--- src/hdl/msst_pkg.sv ---
// Shared types and constants for the multi-slot software timer.
// Holds the request, mode and result codes, the slot entry layout and the sizes.
// Depends on nothing; used by msst_ram and multi_slot_software_timer.
`default_nettype none

package msst_pkg;

   // Default number of timer slots.
   localparam int unsigned SLOT_COUNT_DEFAULT = 8;

   // At most this many fired results are reported per tick.
   localparam int unsigned RESULT_CAP = 8;
   localparam int unsigned REP_CNT_W  = $clog2(RESULT_CAP + 1);

   // Seconds to milliseconds.
   localparam int unsigned MS_PER_SECOND = 1000;

   // Dividend width: a 32-bit timeout times 1000 fits in 42 bits.
   localparam int unsigned DVD_W     = 42;
   localparam int unsigned REM_W     = 17;
   localparam int unsigned DIV_CNT_W = $clog2(DVD_W);

   // Port widths.
   localparam int unsigned PERIOD_W   = 16;
   localparam int unsigned REQ_DATA_W = 72;
   localparam int unsigned RSP_DATA_W = 40;

   // Request codes carried in tuser.
   typedef enum logic [1:0] {
      FUNC_TICK    = 2'd0,
      FUNC_ADD     = 2'd1,
      FUNC_CLEAR   = 2'd2,
      FUNC_IGNORED = 2'd3
   } func_type;

   // Slot modes.
   typedef enum logic [1:0] {
      MODE_FREE          = 2'd0,
      MODE_SINGLE        = 2'd1,
      MODE_CYCLIC        = 2'd2,
      MODE_SINGLE_CYCLIC = 2'd3
   } mode_type;

   // Result kinds.
   typedef enum logic [2:0] {
      KIND_ADDED    = 3'd0,
      KIND_REJECTED = 3'd1,
      KIND_FIRED    = 3'd2,
      KIND_IDLE     = 3'd3,
      KIND_CLEARED  = 3'd4
   } kind_type;

   // One slot as stored in the slot memory.
   typedef struct packed {
      logic [31:0] repeat_cmp;
      logic [31:0] first_cmp;
      logic [31:0] count;
   } slot_entry_type;

   localparam int unsigned ENTRY_W = $bits(slot_entry_type);

endpackage

`default_nettype wire

--- src/hdl/msst_ram.sv ---
// Generic single-port-write, single-port-read RAM with a registered read.
// Width and depth are parameters; defaults come from msst_pkg.
`default_nettype none

module msst_ram #(
   parameter int unsigned WIDTH = msst_pkg::ENTRY_W,
   parameter int unsigned DEPTH = msst_pkg::SLOT_COUNT_DEFAULT
) (
   input  wire logic                                     clock,
   input  wire logic                                     wr_en,
   input  wire logic [(DEPTH > 1 ? $clog2(DEPTH) : 1)-1:0] wr_addr,
   input  wire logic [WIDTH-1:0]                         wr_data,
   input  wire logic                                     rd_en,
   input  wire logic [(DEPTH > 1 ? $clog2(DEPTH) : 1)-1:0] rd_addr,
   output logic      [WIDTH-1:0]                         rd_data
);

   logic [WIDTH-1:0] mem_ff [DEPTH];
   logic [WIDTH-1:0] rd_data_ff;

   // Write port and registered read port; read data holds when no read is issued.
   always_ff @(posedge clock) begin
      if (wr_en) begin
         mem_ff[wr_addr] <= wr_data;
      end
      if (rd_en) begin
         rd_data_ff <= mem_ff[rd_addr];
      end
   end

   assign rd_data = rd_data_ff;

endmodule

`default_nettype wire

--- src/hdl/multi_slot_software_timer.sv ---
// Multi-slot software timer: top level with the control sequencer and slot table.
// Depends on msst_pkg for codes and layout, and on msst_ram for the slot memory.
//
//   Channel | Direction | tdata / data fields (low bit up)                  | tuser / last
//   req_    | in        | first_timeout, repeat_timeout, timer_mode, in_seconds | tuser: func
//   rsp_    | out       | slot_id, elapsed_ms                               | tuser: kind, tlast: last
//   csr_    | in        | csr_data: tick_period_ms                          | -
//
// A tick walks the slots; it reads and writes back one memory entry at a time for an
// active slot and skips a free one. An accepted add scans up to the lowest free slot,
// runs the bit-serial divider and writes the entry; an add rejected by its mode goes
// straight to its result, one rejected for lack of a free slot after scanning all.
// Reset is synchronous and frees every slot at once; the slot memory needs no clearing.
// Results wait in one output register; while it is full, a reported fire pauses the walk.
`default_nettype none

module multi_slot_software_timer #(
   parameter int unsigned SLOT_COUNT = msst_pkg::SLOT_COUNT_DEFAULT
) (
   input  wire logic                            clock,
   input  wire logic                            reset,
   // Request stream
   input  wire logic                            req_tvalid,
   output logic                                 req_tready,
   // [31:0] first_timeout, [63:32] repeat_timeout, [65:64] timer_mode, [66] in_seconds
   input  wire logic [msst_pkg::REQ_DATA_W-1:0] req_tdata,
   // [1:0] func
   input  wire logic [1:0]                      req_tuser,
   // Result stream
   output logic                                 rsp_tvalid,
   input  wire logic                            rsp_tready,
   // [2:0] slot_id, [34:3] elapsed_ms
   output logic [msst_pkg::RSP_DATA_W-1:0]      rsp_tdata,
   // [2:0] kind
   output logic [2:0]                           rsp_tuser,
   output logic                                 rsp_tlast,
   // Configuration write: tick_period_ms
   input  wire logic                            csr_valid,
   output logic                                 csr_ready,
   input  wire logic [msst_pkg::PERIOD_W-1:0]   csr_data
);

   localparam int unsigned IDX_W = (SLOT_COUNT > 1) ? $clog2(SLOT_COUNT) : 1;
   localparam logic [IDX_W-1:0] IDX_LAST = IDX_W'(SLOT_COUNT - 1);

   typedef enum logic [3:0] {
      ST_IDLE,
      ST_MUL,
      ST_CLR,
      ST_SCAN,
      ST_DIV,
      ST_ADDWR,
      ST_RSP,
      ST_TKRD,
      ST_TKWR,
      ST_TKEND
   } state_type;

   typedef struct packed {
      logic [msst_pkg::REM_W-1:0] rem;
      logic [msst_pkg::DVD_W-1:0] quo;
   } div_type;

   // Timeout in the chosen unit, scaled to milliseconds.
   function automatic logic [msst_pkg::DVD_W-1:0] to_dividend(input logic [31:0] t,
                                                               input logic secs);
      logic [msst_pkg::DVD_W-1:0] wide;
      wide = msst_pkg::DVD_W'(t);
      return secs ? msst_pkg::DVD_W'(wide * msst_pkg::DVD_W'(msst_pkg::MS_PER_SECOND))
                  : wide;
   endfunction

   // One restoring division step: shift in the next dividend bit, subtract if it fits.
   function automatic div_type div_step(input div_type cur,
                                        input logic [msst_pkg::PERIOD_W-1:0] per);
      logic [msst_pkg::REM_W-1:0] trial;
      logic [msst_pkg::REM_W-1:0] divisor;
      div_type nxt;
      trial   = {cur.rem[msst_pkg::REM_W-2:0], cur.quo[msst_pkg::DVD_W-1]};
      divisor = {1'b0, per};
      if (trial >= divisor) begin
         nxt.rem = trial - divisor;
         nxt.quo = {cur.quo[msst_pkg::DVD_W-2:0], 1'b1};
      end else begin
         nxt.rem = trial;
         nxt.quo = {cur.quo[msst_pkg::DVD_W-2:0], 1'b0};
      end
      return nxt;
   endfunction

   // Quotient saturated to 32 bits.
   function automatic logic [31:0] saturate(input logic [msst_pkg::DVD_W-1:0] q);
      return (q[msst_pkg::DVD_W-1:32] != '0) ? 32'hFFFF_FFFF : q[31:0];
   endfunction

   // Low three bits of a slot number, zero-extended for small tables.
   function automatic logic [2:0] slot3(input logic [IDX_W-1:0] s);
      logic [IDX_W+2:0] wide;
      wide = {3'b000, s};
      return wide[2:0];
   endfunction

   // Registers
   state_type                      state_ff, state_in;
   msst_pkg::func_type             func_ff, func_in;
   logic [31:0]                    t1_ff, t1_in;
   logic [31:0]                    t2_ff, t2_in;
   msst_pkg::mode_type             tmode_ff, tmode_in;
   logic                           secs_ff, secs_in;
   logic [msst_pkg::PERIOD_W-1:0]  period_ff, period_in;
   logic [31:0]                    uptime_ff, uptime_in;
   logic [31:0]                    ms_ff, ms_in;
   logic [IDX_W-1:0]               idx_ff, idx_in;
   logic [IDX_W-1:0]               slot_ff, slot_in;
   msst_pkg::kind_type             add_kind_ff, add_kind_in;
   msst_pkg::mode_type             mode_ff [SLOT_COUNT];
   msst_pkg::mode_type             mode_in [SLOT_COUNT];
   div_type                        diva_ff, diva_in;
   div_type                        divb_ff, divb_in;
   logic [msst_pkg::DIV_CNT_W-1:0] div_cnt_ff, div_cnt_in;
   logic                           pend_ff, pend_in;
   logic [IDX_W-1:0]               pend_slot_ff, pend_slot_in;
   logic [msst_pkg::REP_CNT_W-1:0] rep_cnt_ff, rep_cnt_in;
   logic                           rsp_valid_ff, rsp_valid_in;
   msst_pkg::kind_type             rsp_kind_ff, rsp_kind_in;
   logic [2:0]                     rsp_slot_ff, rsp_slot_in;
   logic [31:0]                    rsp_ms_ff, rsp_ms_in;
   logic                           rsp_last_ff, rsp_last_in;

   // Slot memory port signals
   logic                           ram_wr_en;
   logic [IDX_W-1:0]               ram_wr_addr;
   msst_pkg::slot_entry_type       ram_wr_data;
   logic                           ram_rd_en;
   logic [IDX_W-1:0]               ram_rd_addr;
   msst_pkg::slot_entry_type       ram_rd_data;

   // Combinational helpers
   logic                           req_accept;
   logic                           out_free;
   logic                           push;
   msst_pkg::kind_type             push_kind;
   logic [2:0]                     push_slot;
   logic [31:0]                    push_ms;
   logic                           push_last;
   logic                           add_ok;
   logic [msst_pkg::PERIOD_W-1:0]  per_conv;
   logic [47:0]                    elapsed_prod;
   msst_pkg::mode_type             walk_mode;
   logic [31:0]                    walk_cmp;
   logic                           walk_fire;
   logic                           walk_report;

   assign req_tready = (state_ff == ST_IDLE);
   assign req_accept = req_tvalid && req_tready;
   assign csr_ready  = 1'b1;
   assign out_free   = !rsp_valid_ff || rsp_tready;
   assign per_conv   = (period_ff == '0) ? msst_pkg::PERIOD_W'(1) : period_ff;
   assign elapsed_prod = uptime_ff * period_ff;

   // Add validation against the requested mode.
   always_comb begin
      unique case (tmode_ff)
         msst_pkg::MODE_SINGLE:        add_ok = (t1_ff != '0);
         msst_pkg::MODE_CYCLIC:        add_ok = (t2_ff != '0);
         msst_pkg::MODE_SINGLE_CYCLIC: add_ok = (t1_ff != '0) && (t2_ff != '0);
         default:                      add_ok = 1'b0;
      endcase
   end

   // Fire decision for the slot whose entry was just read.
   assign walk_mode   = mode_ff[idx_ff];
   assign walk_cmp    = (walk_mode == msst_pkg::MODE_CYCLIC) ? ram_rd_data.repeat_cmp
                                                             : ram_rd_data.first_cmp;
   assign walk_fire   = (ram_rd_data.count >= walk_cmp);
   assign walk_report = walk_fire &&
                        (rep_cnt_ff < msst_pkg::REP_CNT_W'(msst_pkg::RESULT_CAP));

   // Sequencer: next state, slot table updates, memory accesses and result pushes.
   always_comb begin
      state_in     = state_ff;
      func_in      = func_ff;
      t1_in        = t1_ff;
      t2_in        = t2_ff;
      tmode_in     = tmode_ff;
      secs_in      = secs_ff;
      period_in    = period_ff;
      uptime_in    = uptime_ff;
      ms_in        = ms_ff;
      idx_in       = idx_ff;
      slot_in      = slot_ff;
      add_kind_in  = add_kind_ff;
      mode_in      = mode_ff;
      diva_in      = diva_ff;
      divb_in      = divb_ff;
      div_cnt_in   = div_cnt_ff;
      pend_in      = pend_ff;
      pend_slot_in = pend_slot_ff;
      rep_cnt_in   = rep_cnt_ff;
      ram_wr_en    = 1'b0;
      ram_wr_addr  = idx_ff;
      ram_wr_data  = ram_rd_data;
      ram_rd_en    = 1'b0;
      ram_rd_addr  = idx_ff;
      push         = 1'b0;
      push_kind    = msst_pkg::KIND_IDLE;
      push_slot    = 3'd0;
      push_ms      = ms_ff;
      push_last    = 1'b1;

      if (csr_valid && csr_ready) begin
         period_in = csr_data;
      end

      unique case (state_ff)
         ST_IDLE: begin
            if (req_accept) begin
               func_in  = msst_pkg::func_type'(req_tuser);
               t1_in    = req_tdata[31:0];
               t2_in    = req_tdata[63:32];
               tmode_in = msst_pkg::mode_type'(req_tdata[65:64]);
               secs_in  = req_tdata[66];
               unique case (msst_pkg::func_type'(req_tuser))
                  msst_pkg::FUNC_TICK: begin
                     uptime_in = uptime_ff + 32'd1;
                     state_in  = ST_MUL;
                  end
                  msst_pkg::FUNC_ADD: begin
                     state_in = ST_MUL;
                  end
                  msst_pkg::FUNC_CLEAR: begin
                     for (int i = 0; i < SLOT_COUNT; i++) begin
                        mode_in[i] = msst_pkg::MODE_FREE;
                     end
                     uptime_in = '0;
                     state_in  = ST_CLR;
                  end
                  default: begin
                     state_in = ST_IDLE;
                  end
               endcase
            end
         end

         // Elapsed time, divider load, walk setup and the add check against the mode.
         ST_MUL: begin
            ms_in        = elapsed_prod[31:0];
            idx_in       = '0;
            pend_in      = 1'b0;
            rep_cnt_in   = '0;
            div_cnt_in   = '0;
            diva_in.rem  = '0;
            diva_in.quo  = to_dividend(t1_ff, secs_ff);
            divb_in.rem  = '0;
            divb_in.quo  = to_dividend(t2_ff, secs_ff);
            if (func_ff == msst_pkg::FUNC_TICK) begin
               state_in = ST_TKRD;
            end else if (add_ok) begin
               state_in = ST_SCAN;
            end else begin
               add_kind_in = msst_pkg::KIND_REJECTED;
               slot_in     = '0;
               state_in    = ST_RSP;
            end
         end

         ST_CLR: begin
            if (out_free) begin
               push      = 1'b1;
               push_kind = msst_pkg::KIND_CLEARED;
               push_ms   = '0;
               state_in  = ST_IDLE;
            end
         end

         // Look for the lowest free slot, one slot per cycle.
         ST_SCAN: begin
            if (mode_ff[idx_ff] == msst_pkg::MODE_FREE) begin
               slot_in  = idx_ff;
               state_in = ST_DIV;
            end else if (idx_ff == IDX_LAST) begin
               add_kind_in = msst_pkg::KIND_REJECTED;
               slot_in     = '0;
               state_in    = ST_RSP;
            end else begin
               idx_in = idx_ff + IDX_W'(1);
            end
         end

         // Both compares are divided side by side, one quotient bit per cycle.
         ST_DIV: begin
            diva_in    = div_step(diva_ff, per_conv);
            divb_in    = div_step(divb_ff, per_conv);
            div_cnt_in = div_cnt_ff + msst_pkg::DIV_CNT_W'(1);
            if (div_cnt_ff == msst_pkg::DIV_CNT_W'(msst_pkg::DVD_W - 1)) begin
               state_in = ST_ADDWR;
            end
         end

         ST_ADDWR: begin
            ram_wr_en              = 1'b1;
            ram_wr_addr            = slot_ff;
            ram_wr_data.repeat_cmp = saturate(divb_ff.quo);
            ram_wr_data.first_cmp  = saturate(diva_ff.quo);
            ram_wr_data.count      = '0;
            mode_in[slot_ff]       = tmode_ff;
            add_kind_in            = msst_pkg::KIND_ADDED;
            state_in               = ST_RSP;
         end

         ST_RSP: begin
            if (out_free) begin
               push      = 1'b1;
               push_kind = add_kind_ff;
               push_slot = slot3(slot_ff);
               state_in  = ST_IDLE;
            end
         end

         // Walk: issue a read for an active slot, skip a free one.
         ST_TKRD: begin
            if (mode_ff[idx_ff] == msst_pkg::MODE_FREE) begin
               if (idx_ff == IDX_LAST) begin
                  state_in = ST_TKEND;
               end else begin
                  idx_in = idx_ff + IDX_W'(1);
               end
            end else begin
               ram_rd_en = 1'b1;
               state_in  = ST_TKWR;
            end
         end

         // Walk: count up or fire, write back; a reported fire pushes out the previous held one.
         ST_TKWR: begin
            if (!(walk_report && pend_ff && !out_free)) begin
               ram_wr_en         = 1'b1;
               ram_wr_data.count = walk_fire ? 32'd0 : ram_rd_data.count + 32'd1;
               if (walk_fire) begin
                  mode_in[idx_ff] = (walk_mode == msst_pkg::MODE_SINGLE) ?
                                    msst_pkg::MODE_FREE : msst_pkg::MODE_CYCLIC;
               end
               if (walk_report) begin
                  if (pend_ff) begin
                     push      = 1'b1;
                     push_kind = msst_pkg::KIND_FIRED;
                     push_slot = slot3(pend_slot_ff);
                     push_last = 1'b0;
                  end
                  pend_in      = 1'b1;
                  pend_slot_in = idx_ff;
                  rep_cnt_in   = rep_cnt_ff + msst_pkg::REP_CNT_W'(1);
               end
               if (idx_ff == IDX_LAST) begin
                  state_in = ST_TKEND;
               end else begin
                  idx_in   = idx_ff + IDX_W'(1);
                  state_in = ST_TKRD;
               end
            end
         end

         // Final result of a tick: the held fire, or a tick without fire.
         ST_TKEND: begin
            if (out_free) begin
               push      = 1'b1;
               push_kind = pend_ff ? msst_pkg::KIND_FIRED : msst_pkg::KIND_IDLE;
               push_slot = pend_ff ? slot3(pend_slot_ff) : 3'd0;
               state_in  = ST_IDLE;
            end
         end

         default: begin
            state_in = ST_IDLE;
         end
      endcase
   end

   // Output register next values.
   always_comb begin
      rsp_valid_in = rsp_valid_ff;
      rsp_kind_in  = rsp_kind_ff;
      rsp_slot_in  = rsp_slot_ff;
      rsp_ms_in    = rsp_ms_ff;
      rsp_last_in  = rsp_last_ff;
      if (push) begin
         rsp_valid_in = 1'b1;
         rsp_kind_in  = push_kind;
         rsp_slot_in  = push_slot;
         rsp_ms_in    = push_ms;
         rsp_last_in  = push_last;
      end else if (rsp_tready) begin
         rsp_valid_in = 1'b0;
      end
   end

   // State and registered outputs.
   always_ff @(posedge clock) begin
      if (reset) begin
         state_ff     <= ST_IDLE;
         period_ff    <= msst_pkg::PERIOD_W'(1);
         uptime_ff    <= '0;
         pend_ff      <= 1'b0;
         rep_cnt_ff   <= '0;
         rsp_valid_ff <= 1'b0;
         for (int i = 0; i < SLOT_COUNT; i++) begin
            mode_ff[i] <= msst_pkg::MODE_FREE;
         end
      end else begin
         state_ff     <= state_in;
         period_ff    <= period_in;
         uptime_ff    <= uptime_in;
         pend_ff      <= pend_in;
         rep_cnt_ff   <= rep_cnt_in;
         rsp_valid_ff <= rsp_valid_in;
         mode_ff      <= mode_in;
      end
      func_ff      <= func_in;
      t1_ff        <= t1_in;
      t2_ff        <= t2_in;
      tmode_ff     <= tmode_in;
      secs_ff      <= secs_in;
      ms_ff        <= ms_in;
      idx_ff       <= idx_in;
      slot_ff      <= slot_in;
      add_kind_ff  <= add_kind_in;
      diva_ff      <= diva_in;
      divb_ff      <= divb_in;
      div_cnt_ff   <= div_cnt_in;
      pend_slot_ff <= pend_slot_in;
      rsp_kind_ff  <= rsp_kind_in;
      rsp_slot_ff  <= rsp_slot_in;
      rsp_ms_ff    <= rsp_ms_in;
      rsp_last_ff  <= rsp_last_in;
   end

   // Slot memory: count and both compares per slot.
   msst_ram #(
      .WIDTH(msst_pkg::ENTRY_W),
      .DEPTH(SLOT_COUNT)
   ) u_slot_ram (
      .clock   (clock),
      .wr_en   (ram_wr_en),
      .wr_addr (ram_wr_addr),
      .wr_data (ram_wr_data),
      .rd_en   (ram_rd_en),
      .rd_addr (ram_rd_addr),
      .rd_data (ram_rd_data)
   );

   assign rsp_tvalid = rsp_valid_ff;
   assign rsp_tdata  = {5'b00000, rsp_ms_ff, rsp_slot_ff};
   assign rsp_tuser  = rsp_kind_ff;
   assign rsp_tlast  = rsp_last_ff;

`ifndef SYNTH
   // No more fires are held for reporting than the result cap.
   assert property (@(posedge clock) disable iff (reset)
      rep_cnt_ff <= msst_pkg::REP_CNT_W'(msst_pkg::RESULT_CAP))
      else $error("fire report count beyond cap");

   // A tick transaction advances the uptime by one.
   assert property (@(posedge clock) disable iff (reset)
      req_accept && (req_tuser == msst_pkg::FUNC_TICK) |=> uptime_ff == $past(uptime_ff) + 32'd1)
      else $error("tick did not advance uptime");

   // A clear transaction zeroes the uptime and frees the first slot.
   assert property (@(posedge clock) disable iff (reset)
      req_accept && (req_tuser == msst_pkg::FUNC_CLEAR) |=>
         (uptime_ff == '0) && (mode_ff[0] == msst_pkg::MODE_FREE))
      else $error("clear left state behind");

   // Read data from the slot memory is always consumed by the write-back step.
   assert property (@(posedge clock) disable iff (reset)
      ram_rd_en |=> state_ff == ST_TKWR)
      else $error("slot read without write-back");
`endif

endmodule

`default_nettype wire
--- config.mk ---
export PLATFORM = sky130hd
export DESIGN_NAME = multi_slot_software_timer
export DESIGN_NICKNAME = d
export VERILOG_FILES = /design/src/hdl/msst_pkg.sv /design/src/hdl/msst_ram.sv /design/src/hdl/multi_slot_software_timer.sv
export SDC_FILE = /design/constraint.sdc
export NUM_CORES = 2
export LEC_CHECK = 0
export BUFFER_PORTS_ARGS = -buffer_cell sky130_fd_sc_hd__buf_2
export CAP_MARGIN = 10
export CORE_MARGIN = 1.5
export CORE_UTILIZATION = 35
export CTS_BUF_LIST = sky130_fd_sc_hd__clkbuf_8
export DETAILED_ROUTE_END_ITERATION = 7
export GPL_TIMING_DRIVEN = 0
export PLACE_DENSITY = 0.51
export RECOVER_POWER = 50
export SLEW_MARGIN = 30
export SYNTH_ARGS = -nofsm -noshare
export SYNTH_HDL_FRONTEND = slang
export SYNTH_SLANG_ARGS = --single-unit
--- constraint.sdc ---
create_clock -name clock -period 9.2 [get_ports clock]
set_input_delay 0.46 -clock clock [delete_from_list [all_inputs] [get_ports clock]]
set_output_delay 0.46 -clock clock [all_outputs]
set_load 0.02 [all_outputs]
---- Yosys cells after proc, flatten, opt, wreduce, memory -nomap -nowiden ----
Memories as Yosys holds them, arrays and structs flattened. A register that Yosys moved wholly into a read port is not among the register bits.
Index checks and enable logic that the tools add are counted.
Widths: inputs -> output; s select.
word-level totals
  register bits after elaboration ......... 348
  output and inout port bits .............. 47
  RAM bits ................................ 768
  memories kept ........................... 1
memory list
  name               words  bits a word  read ports  clocked after memory_dff  wr ports  RTL line        source
  u_slot_ram.mem_ff  8      96           1           1                         1         msst_ram.sv:18  logic [WIDTH-1:0] mem_ff [DEPTH];
operators by class
  reductions and logical operators ........ 39
  magnitude comparators ................... 8
  equal/unequal tests ..................... 32
  muxes and demuxes ....................... 96
  multiply operators ...................... 3
  $add $sub $neg .......................... 7
  bitwise gates (word level) .............. 5
operators with widths
  operator               count
  $pmux 58 s2            2
  $mux 32                7
  $pmux 32 s2            2
  $mux 58                2
  $mux 42                2
  $mux 16                5
  $mul 32x7->39 const B  2
  $mux 3                 23
  $add 32x1->32 const B  2
  $mux 64                1
  $reduce_bool 32->1     2
  $pmux 16 s3            1
  $mux 4                 11
  $ge 17x16->1           2
  $bwmux 16              2
  $ge 32x32->1           1
  $mul 32x16->32         1
  $pmux 4 s8             1
  $sub 16x16->16         2
  $pmux 3 s4             2
  $reduce_bool 10->1     2
  $ne 2x2->1 const B     9
  $pmux 3 s3             2
  $mux 1                 17
  other kinds (43)       87

---- Depth between registers and ports, before layout ----
  depth after elaboration ................. 14
  mapped depth ............................ 25
  depth with buffers taken out ............ 23

---- Hierarchy ----
A second synthesis with hierarchy kept.
second synthesis, totals
  cells, all modules ...................... 5585
  area total of the unflattened synthesis .. 73122.6 um^2
modules (own cells, without submodules)
  module                     area each (um^2)  sequential area each (um^2)  cells an instance  times used
  multi_slot_software_timer  41355.9           9649.3                       4366               1
  msst_ram                   31766.7           25944.9                      1219               1

---- Worst setup path before layout ----
OpenSTA, ideal clock, no wires.
  path type ............................... flip-flop to flip-flop
  start point ............................. register idx_ff[1]
  end point ............................... memory u_slot_ram.mem_ff[2][0] (netlist name) (enable)
  path buffers ............................ 4
  required time ........................... 8648 ps
  stages on the path, launching flop included .. 20
  setup slack ............................. 657 ps
  arrival time ............................ 7991 ps
  cells stage by stage .................... edfxtp_1 buf_2 buf_2 nand3_1 o211ai_1 a22oi_1 inv_1 nor2_1 clkbuf_1 mux2i_1 ha_1 a21o_1 a21o_1 a221o_1 a31oi_1 o211ai_1 clkbuf_1 nand2_1 a32oi_1 nor2_1
between the ends
  cells in the longest elaborated chain, start to end .. 14
  elaborated cells between the ends (all ways) .. 15
RTL lines
  what                                       RTL line                          source
  from (decl)                                multi_slot_software_timer.sv:113  logic [IDX_W-1:0] idx_ff, idx_in;
  from (signal assigned)                     multi_slot_software_timer.sv:424  idx_ff <= idx_in;
  $not 3->4 (not written as such)            multi_slot_software_timer.sv:172  assign walk_mode = mode_ff[idx_ff];
  $bmux 2 s3                                 multi_slot_software_timer.sv:172
  $mux 2 (not written as such) (2 in a row)  multi_slot_software_timer.sv:172
  $eq 2x2->1                                 multi_slot_software_timer.sv:173  assign walk_cmp = (walk_mode == msst_pkg::MODE_CYCLIC) ? ram_rd_data.repeat_cmp
  $mux 32                                    multi_slot_software_timer.sv:173
  $ge 32x32->1                               multi_slot_software_timer.sv:175  assign walk_fire = (ram_rd_data.count >= walk_cmp);
  $logic_and 1x1->1                          multi_slot_software_timer.sv:176  assign walk_report = walk_fire &&
  $logic_and 1x1->1 (2 in a row)             multi_slot_software_timer.sv:336  if (!(walk_report && pend_ff && !out_free)) begin
  $mux 1                                     multi_slot_software_timer.sv:336
  $pmux 1 s2                                 multi_slot_software_timer.sv:215  unique case (state_ff)
  $mux 1                                     msst_ram.sv:23                    if (wr_en) begin
  $mux 1 (not written as such)               msst_ram.sv:24                    mem_ff[wr_addr] <= wr_data;
  to (decl)                                  msst_ram.sv:18
Several ways; a longest one is shown, not always the timed one. The select of a mux whose other input is x is not followed.

---- Worst setup path in the final report ----
  start point ............................. register idx_ff[1]
  end point ............................... memory u_slot_ram.mem_ff[6][33] (netlist name) (enable)
Same word-level chain as after synthesis.

==> Flow_metrics.wiki <==
{| class="wikitable"
! Metric !! Value
|-
| Standard-cell row count || 165
|-
| Prevailing post-synth register cell || sky130_fd_sc_hd__edfxtp_1
|-
| Routed wirelength normalized by instance count || roughly 25 um
|-
| Synthesized area per cell || ~12 sq um
|-
| Die Y || roughly 450 um
|-
| Top Ports || roughly 140
|-
| Data required time of the critical path || around 9.9 ns
|-
| Vias in the first global route || 49000
|-
| Synthesized flop and latch total || 1210
|-
| Capturing element type of the critical path || register
|-
| Seq/Total Area, Yosys || roughly half
|-
| Final clock skew || roughly 0.082 ns
|-
| Half-perimeter wire length of the detailed placement result || roughly 170000 um
|-
| Transition time at the pin with the least slew margin || 2.77 ns
|-
| Violations in the final reports || capacitance limit, slew limit
|-
| Multi-input logic area || 31700 sq um
|-
| Starting Density || about a third
|-
| Violation count after the first detailed-routing iteration || around 4400
|-
| Maximum fanout along the worst path || 16
|-
| Register-to-register setup slack || 0.69 ns
|-
| Number of enable flip-flop cells after synthesis || around 1100
|-
| GRT overflow || 0
|-
| Total Routed Length || 225000 um
|-
| Number of clock buffers inserted by TritonCTS || slightly above 200
|-
| Final setup violation count || 0
|-
| Instance area after placement || roughly 77000 sq um
|-
| Final critical-path share of the clock period || between 90% and 100%
|-
| H-Tree Depth || 4
|-
| Most common cell after layout, fill and taps aside || sky130_fd_sc_hd__edfxtp_1
|-
| Cells after synthesis || a little under 6000
|-
| Pin count of the biggest net entering global routing || 50
|-
| Class of the tightest hold or removal check || primary input to register
|-
| Proportion of register bits with asynchronous set or reset after synthesis || 0%
|-
| Mapped cell area || roughly 71000 sq um
|-
| Number of search-and-repair iterations in the first detailed-routing pass || 5
|-
| Global-route wire length before repair || between 300000 and 400000 um
|-
| Filler cell count in the final layout || roughly 19000
|-
| Fin crit period || ~8.5 ns
|-
| Worst-Skew Late Latency || 0.98 ns
|-
| Worst-case clock buffer depth || 3
|-
| Final instance area || approximately 82000 sq um
|-
| Remaining antenna violation count || 0
|-
| Count of different cell masters after synthesis || 90
|-
| Max-cap violation count || 7
|-
| Max Clk Rate || 118 MHz
|-
| Clock sink count || 1210
|-
| RSZ-0062 raised after global routing || no
|-
| Via count of the routed design || approximately 48000
|-
| Combined flip-flop and latch cell area || roughly 36000 sq um
|-
| Worst Path Class, Setup || register to register
|-
| Number of port buffers || 129
|-
| Clock root buffer || sky130_fd_sc_hd__clkbuf_8
|-
| Proportion of netlist area held by the largest area contributor || 47.9%
|-
| Number of warnings issued by yosys || 0
|-
| Clock slew at the register clock pins of the worst setup and hold paths || around 0.070 ns
|-
| CTS tree || yes
|-
| Overall die area || 206000 sq um
|-
| Run status || finished, violations left
|-
| Number of pins with negative max-slew slack in the final report || 239
|-
| Count of nets after finishing || around 7300
|-
| Commonest cells after routing, fill and taps aside || sky130_fd_sc_hd__edfxtp_1 (1136), sky130_fd_sc_hd__inv_1 (836), sky130_fd_sc_hd__fa_1 (542), sky130_fd_sc_hd__nand2_1 (415), sky130_fd_sc_hd__a22oi_1 (395)
|-
| Yosys top cell by area || sky130_fd_sc_hd__edfxtp_1
|-
| Arrival time worst endpoint || between 9 and 10 ns
|-
| Synthesis-to-finish area growth || 15.3%
|-
| Total DRC errors in the routed layout || 0
|-
| CORE AREA || between 200000 and 250000 sq um
|-
| Number of antenna violations at the first check in global routing || 7
|-
| Synth top area cells || sky130_fd_sc_hd__edfxtp_1 (48%), sky130_fd_sc_hd__fa_1 (15%), sky130_fd_sc_hd__ha_1 (5.9%)
|-
| Overall global routing resource usage || between 20% and 30%
|-
| Type of element launching the critical path || register
|-
| Max transition margin || -85.0%
|-
| DR vias/cell || between 5 and 6
|-
| Share of final-layout standard cells stronger than drive strength 1 || under 10%
|-
| Hold Vio Cnt, Final || 0
|-
| CTS resizes || 0
|-
| Global placer's final weighted congestion || approximately 0.9
|-
| Die Span X || 454 um
|}
## synth_stat cells, drive strengths merged, types with 8 or more instances
library cell and count:
dfxtp 74, o22ai 9, nor4 19, inv 778, nor2b 61, nor2 232, o21bai 14, o32ai 9
o31ai 17, a2111oi 8, xor2 61, clkbuf 250, and2 153, edfxtp 1136, or2 8, xnor2 125
mux2i 131, and3 21, nand3b 8, o211ai 11, nand2b 31, a21o 46, or3 17, a22oi 395
a31oi 26, a211oi 31, o22a 66, o21a 27, ha 335, nor3b 9, buf 35, a21oi 164
nand4 153, nand2 416, and4 12, nand3 53, fa 542, nor3 54, o21ai 147
## layer usage
| layer | part of all wire, % | vias up | global-route usage, % |
|---|---|---|---|
| met2 | 47 | 1638 | 35.2 |
| met1 | 43 | 24700 | 29.5 |
| li1 | - | 21500 | - |
| met5 | 0 | - | 0 |
| met3 | 6.6 | 335 | 3.60 |
| met4 | 3.3 | 0 | 7.15 |
## final timing paths
kind,to,cells past startpoint,start
worst min register to register,pend_slot_ff[2]$_DFFE_PP_,0,idx_ff[2]$_SDFFCE_PN0P_
worst max-delay path,u_slot_ram.mem_ff[6][33]$_DFFE_PP_,24,idx_ff[1]$_SDFFCE_PN0P_
worst min-delay path,state_ff[3]$_SDFFE_PP0P_,7,req_tvalid
worst max register to register,u_slot_ram.mem_ff[6][33]$_DFFE_PP_,24,idx_ff[1]$_SDFFCE_PN0P_
## flip-flops by register name, indices dropped and copies added (netlist names), 2 cells and up
signal,cells
u_slot_ram.mem_ff,768
u_slot_ram.rd_data,96
diva_ff,58
divb_ff,58
ms_ff,32
rsp_ms_ff,32
t1_ff,32
t2_ff,32
uptime_ff,32
mode_ff,16
period_ff,16
div_cnt_ff,6
rep_cnt_ff,4
state_ff,4
idx_ff,3
pend_slot_ff,3
rsp_slot_ff,3
rsp_tuser,3
slot_ff,3
func_ff,2
tmode_ff,2
## metrics by stage
step | instances | util (%) | hold slack [ns] | worst slack (ns) | setup TNS (ns)
3_3_place_gp | 8588 | 37.2 | 0.445 | -6.55 | -5074.51
6_report | 9152 | 40.6 | 0.117 | 0.690 | 0
2_1_floorplan | 5787 | - | 0.428 | 0.657 | 0
3_5_place_dp | 8668 | 38.3 | 0.445 | 1.15 | 0
5_1_grt | 9151 | 40.6 | 0.119 | 0.510 | 0
4_1_cts | 9145 | 40.8 | 0.0248 | 1.15 | 0
## logic make-up after synthesis
family          Yosys count  share of synthesized area, %
flops                  1210                          49.9
fa+ha+maj               877                          21.1
buf+inv                1063                          5.66
mux                     134                          1.89
other cells               2                        0.0105
compound gates         1054                          10.4
simple gates           1257                          8.72
xor+xnor                186                          2.29
## final cells by class
class,count,area share (%)
buffer,285,1.41
multi-input combinational,3514,38.6
inverter,778,3.55
antenna,7,0.0213
timing repair buffer,303,4.01
clock inverter,170,1.43
tap,2672,4.07
clock buffer,213,3.57
sequential,1210,43.3
## what timing repair did
action                    in CTS  in global routing
hold buffers                  94                  0
setup buffers                  0                  0
hold endpoints to repair      91                  0
## worst max-delay path: stages, from the launching register on
cell and delay, ns:
sky130_fd_sc_hd__edfxtp_1 0.42, sky130_fd_sc_hd__clkbuf_1 0.22, sky130_fd_sc_hd__clkbuf_1 0.32, sky130_fd_sc_hd__nand3b_1 0.18, sky130_fd_sc_hd__o211ai_1 0.11, sky130_fd_sc_hd__a22oi_1 0.22, sky130_fd_sc_hd__inv_1 0.09, sky130_fd_sc_hd__nor2_1 0.65
sky130_fd_sc_hd__clkbuf_1 0.79, sky130_fd_sc_hd__mux2i_1 0.32, sky130_fd_sc_hd__ha_1 0.37, sky130_fd_sc_hd__nand4_1 0.15, sky130_fd_sc_hd__nor4_1 0.34, sky130_fd_sc_hd__nand2_1 0.13, sky130_fd_sc_hd__o211ai_1 0.51, sky130_fd_sc_hd__buf_4 0.29
sky130_fd_sc_hd__clkbuf_1 0.66, sky130_fd_sc_hd__nand2_1 0.39, sky130_fd_sc_hd__a32oi_1 0.84, sky130_fd_sc_hd__nor2_4 0.29, sky130_fd_sc_hd__buf_16 0.26, sky130_fd_sc_hd__buf_16 0.17, sky130_fd_sc_hd__buf_12 0.17, sky130_fd_sc_hd__buf_16 0.18
sky130_fd_sc_hd__buf_16 0.17
Power is not shown: default switching activity piles up to over one toggle a cycle in this logic, so the estimate is an artifact.
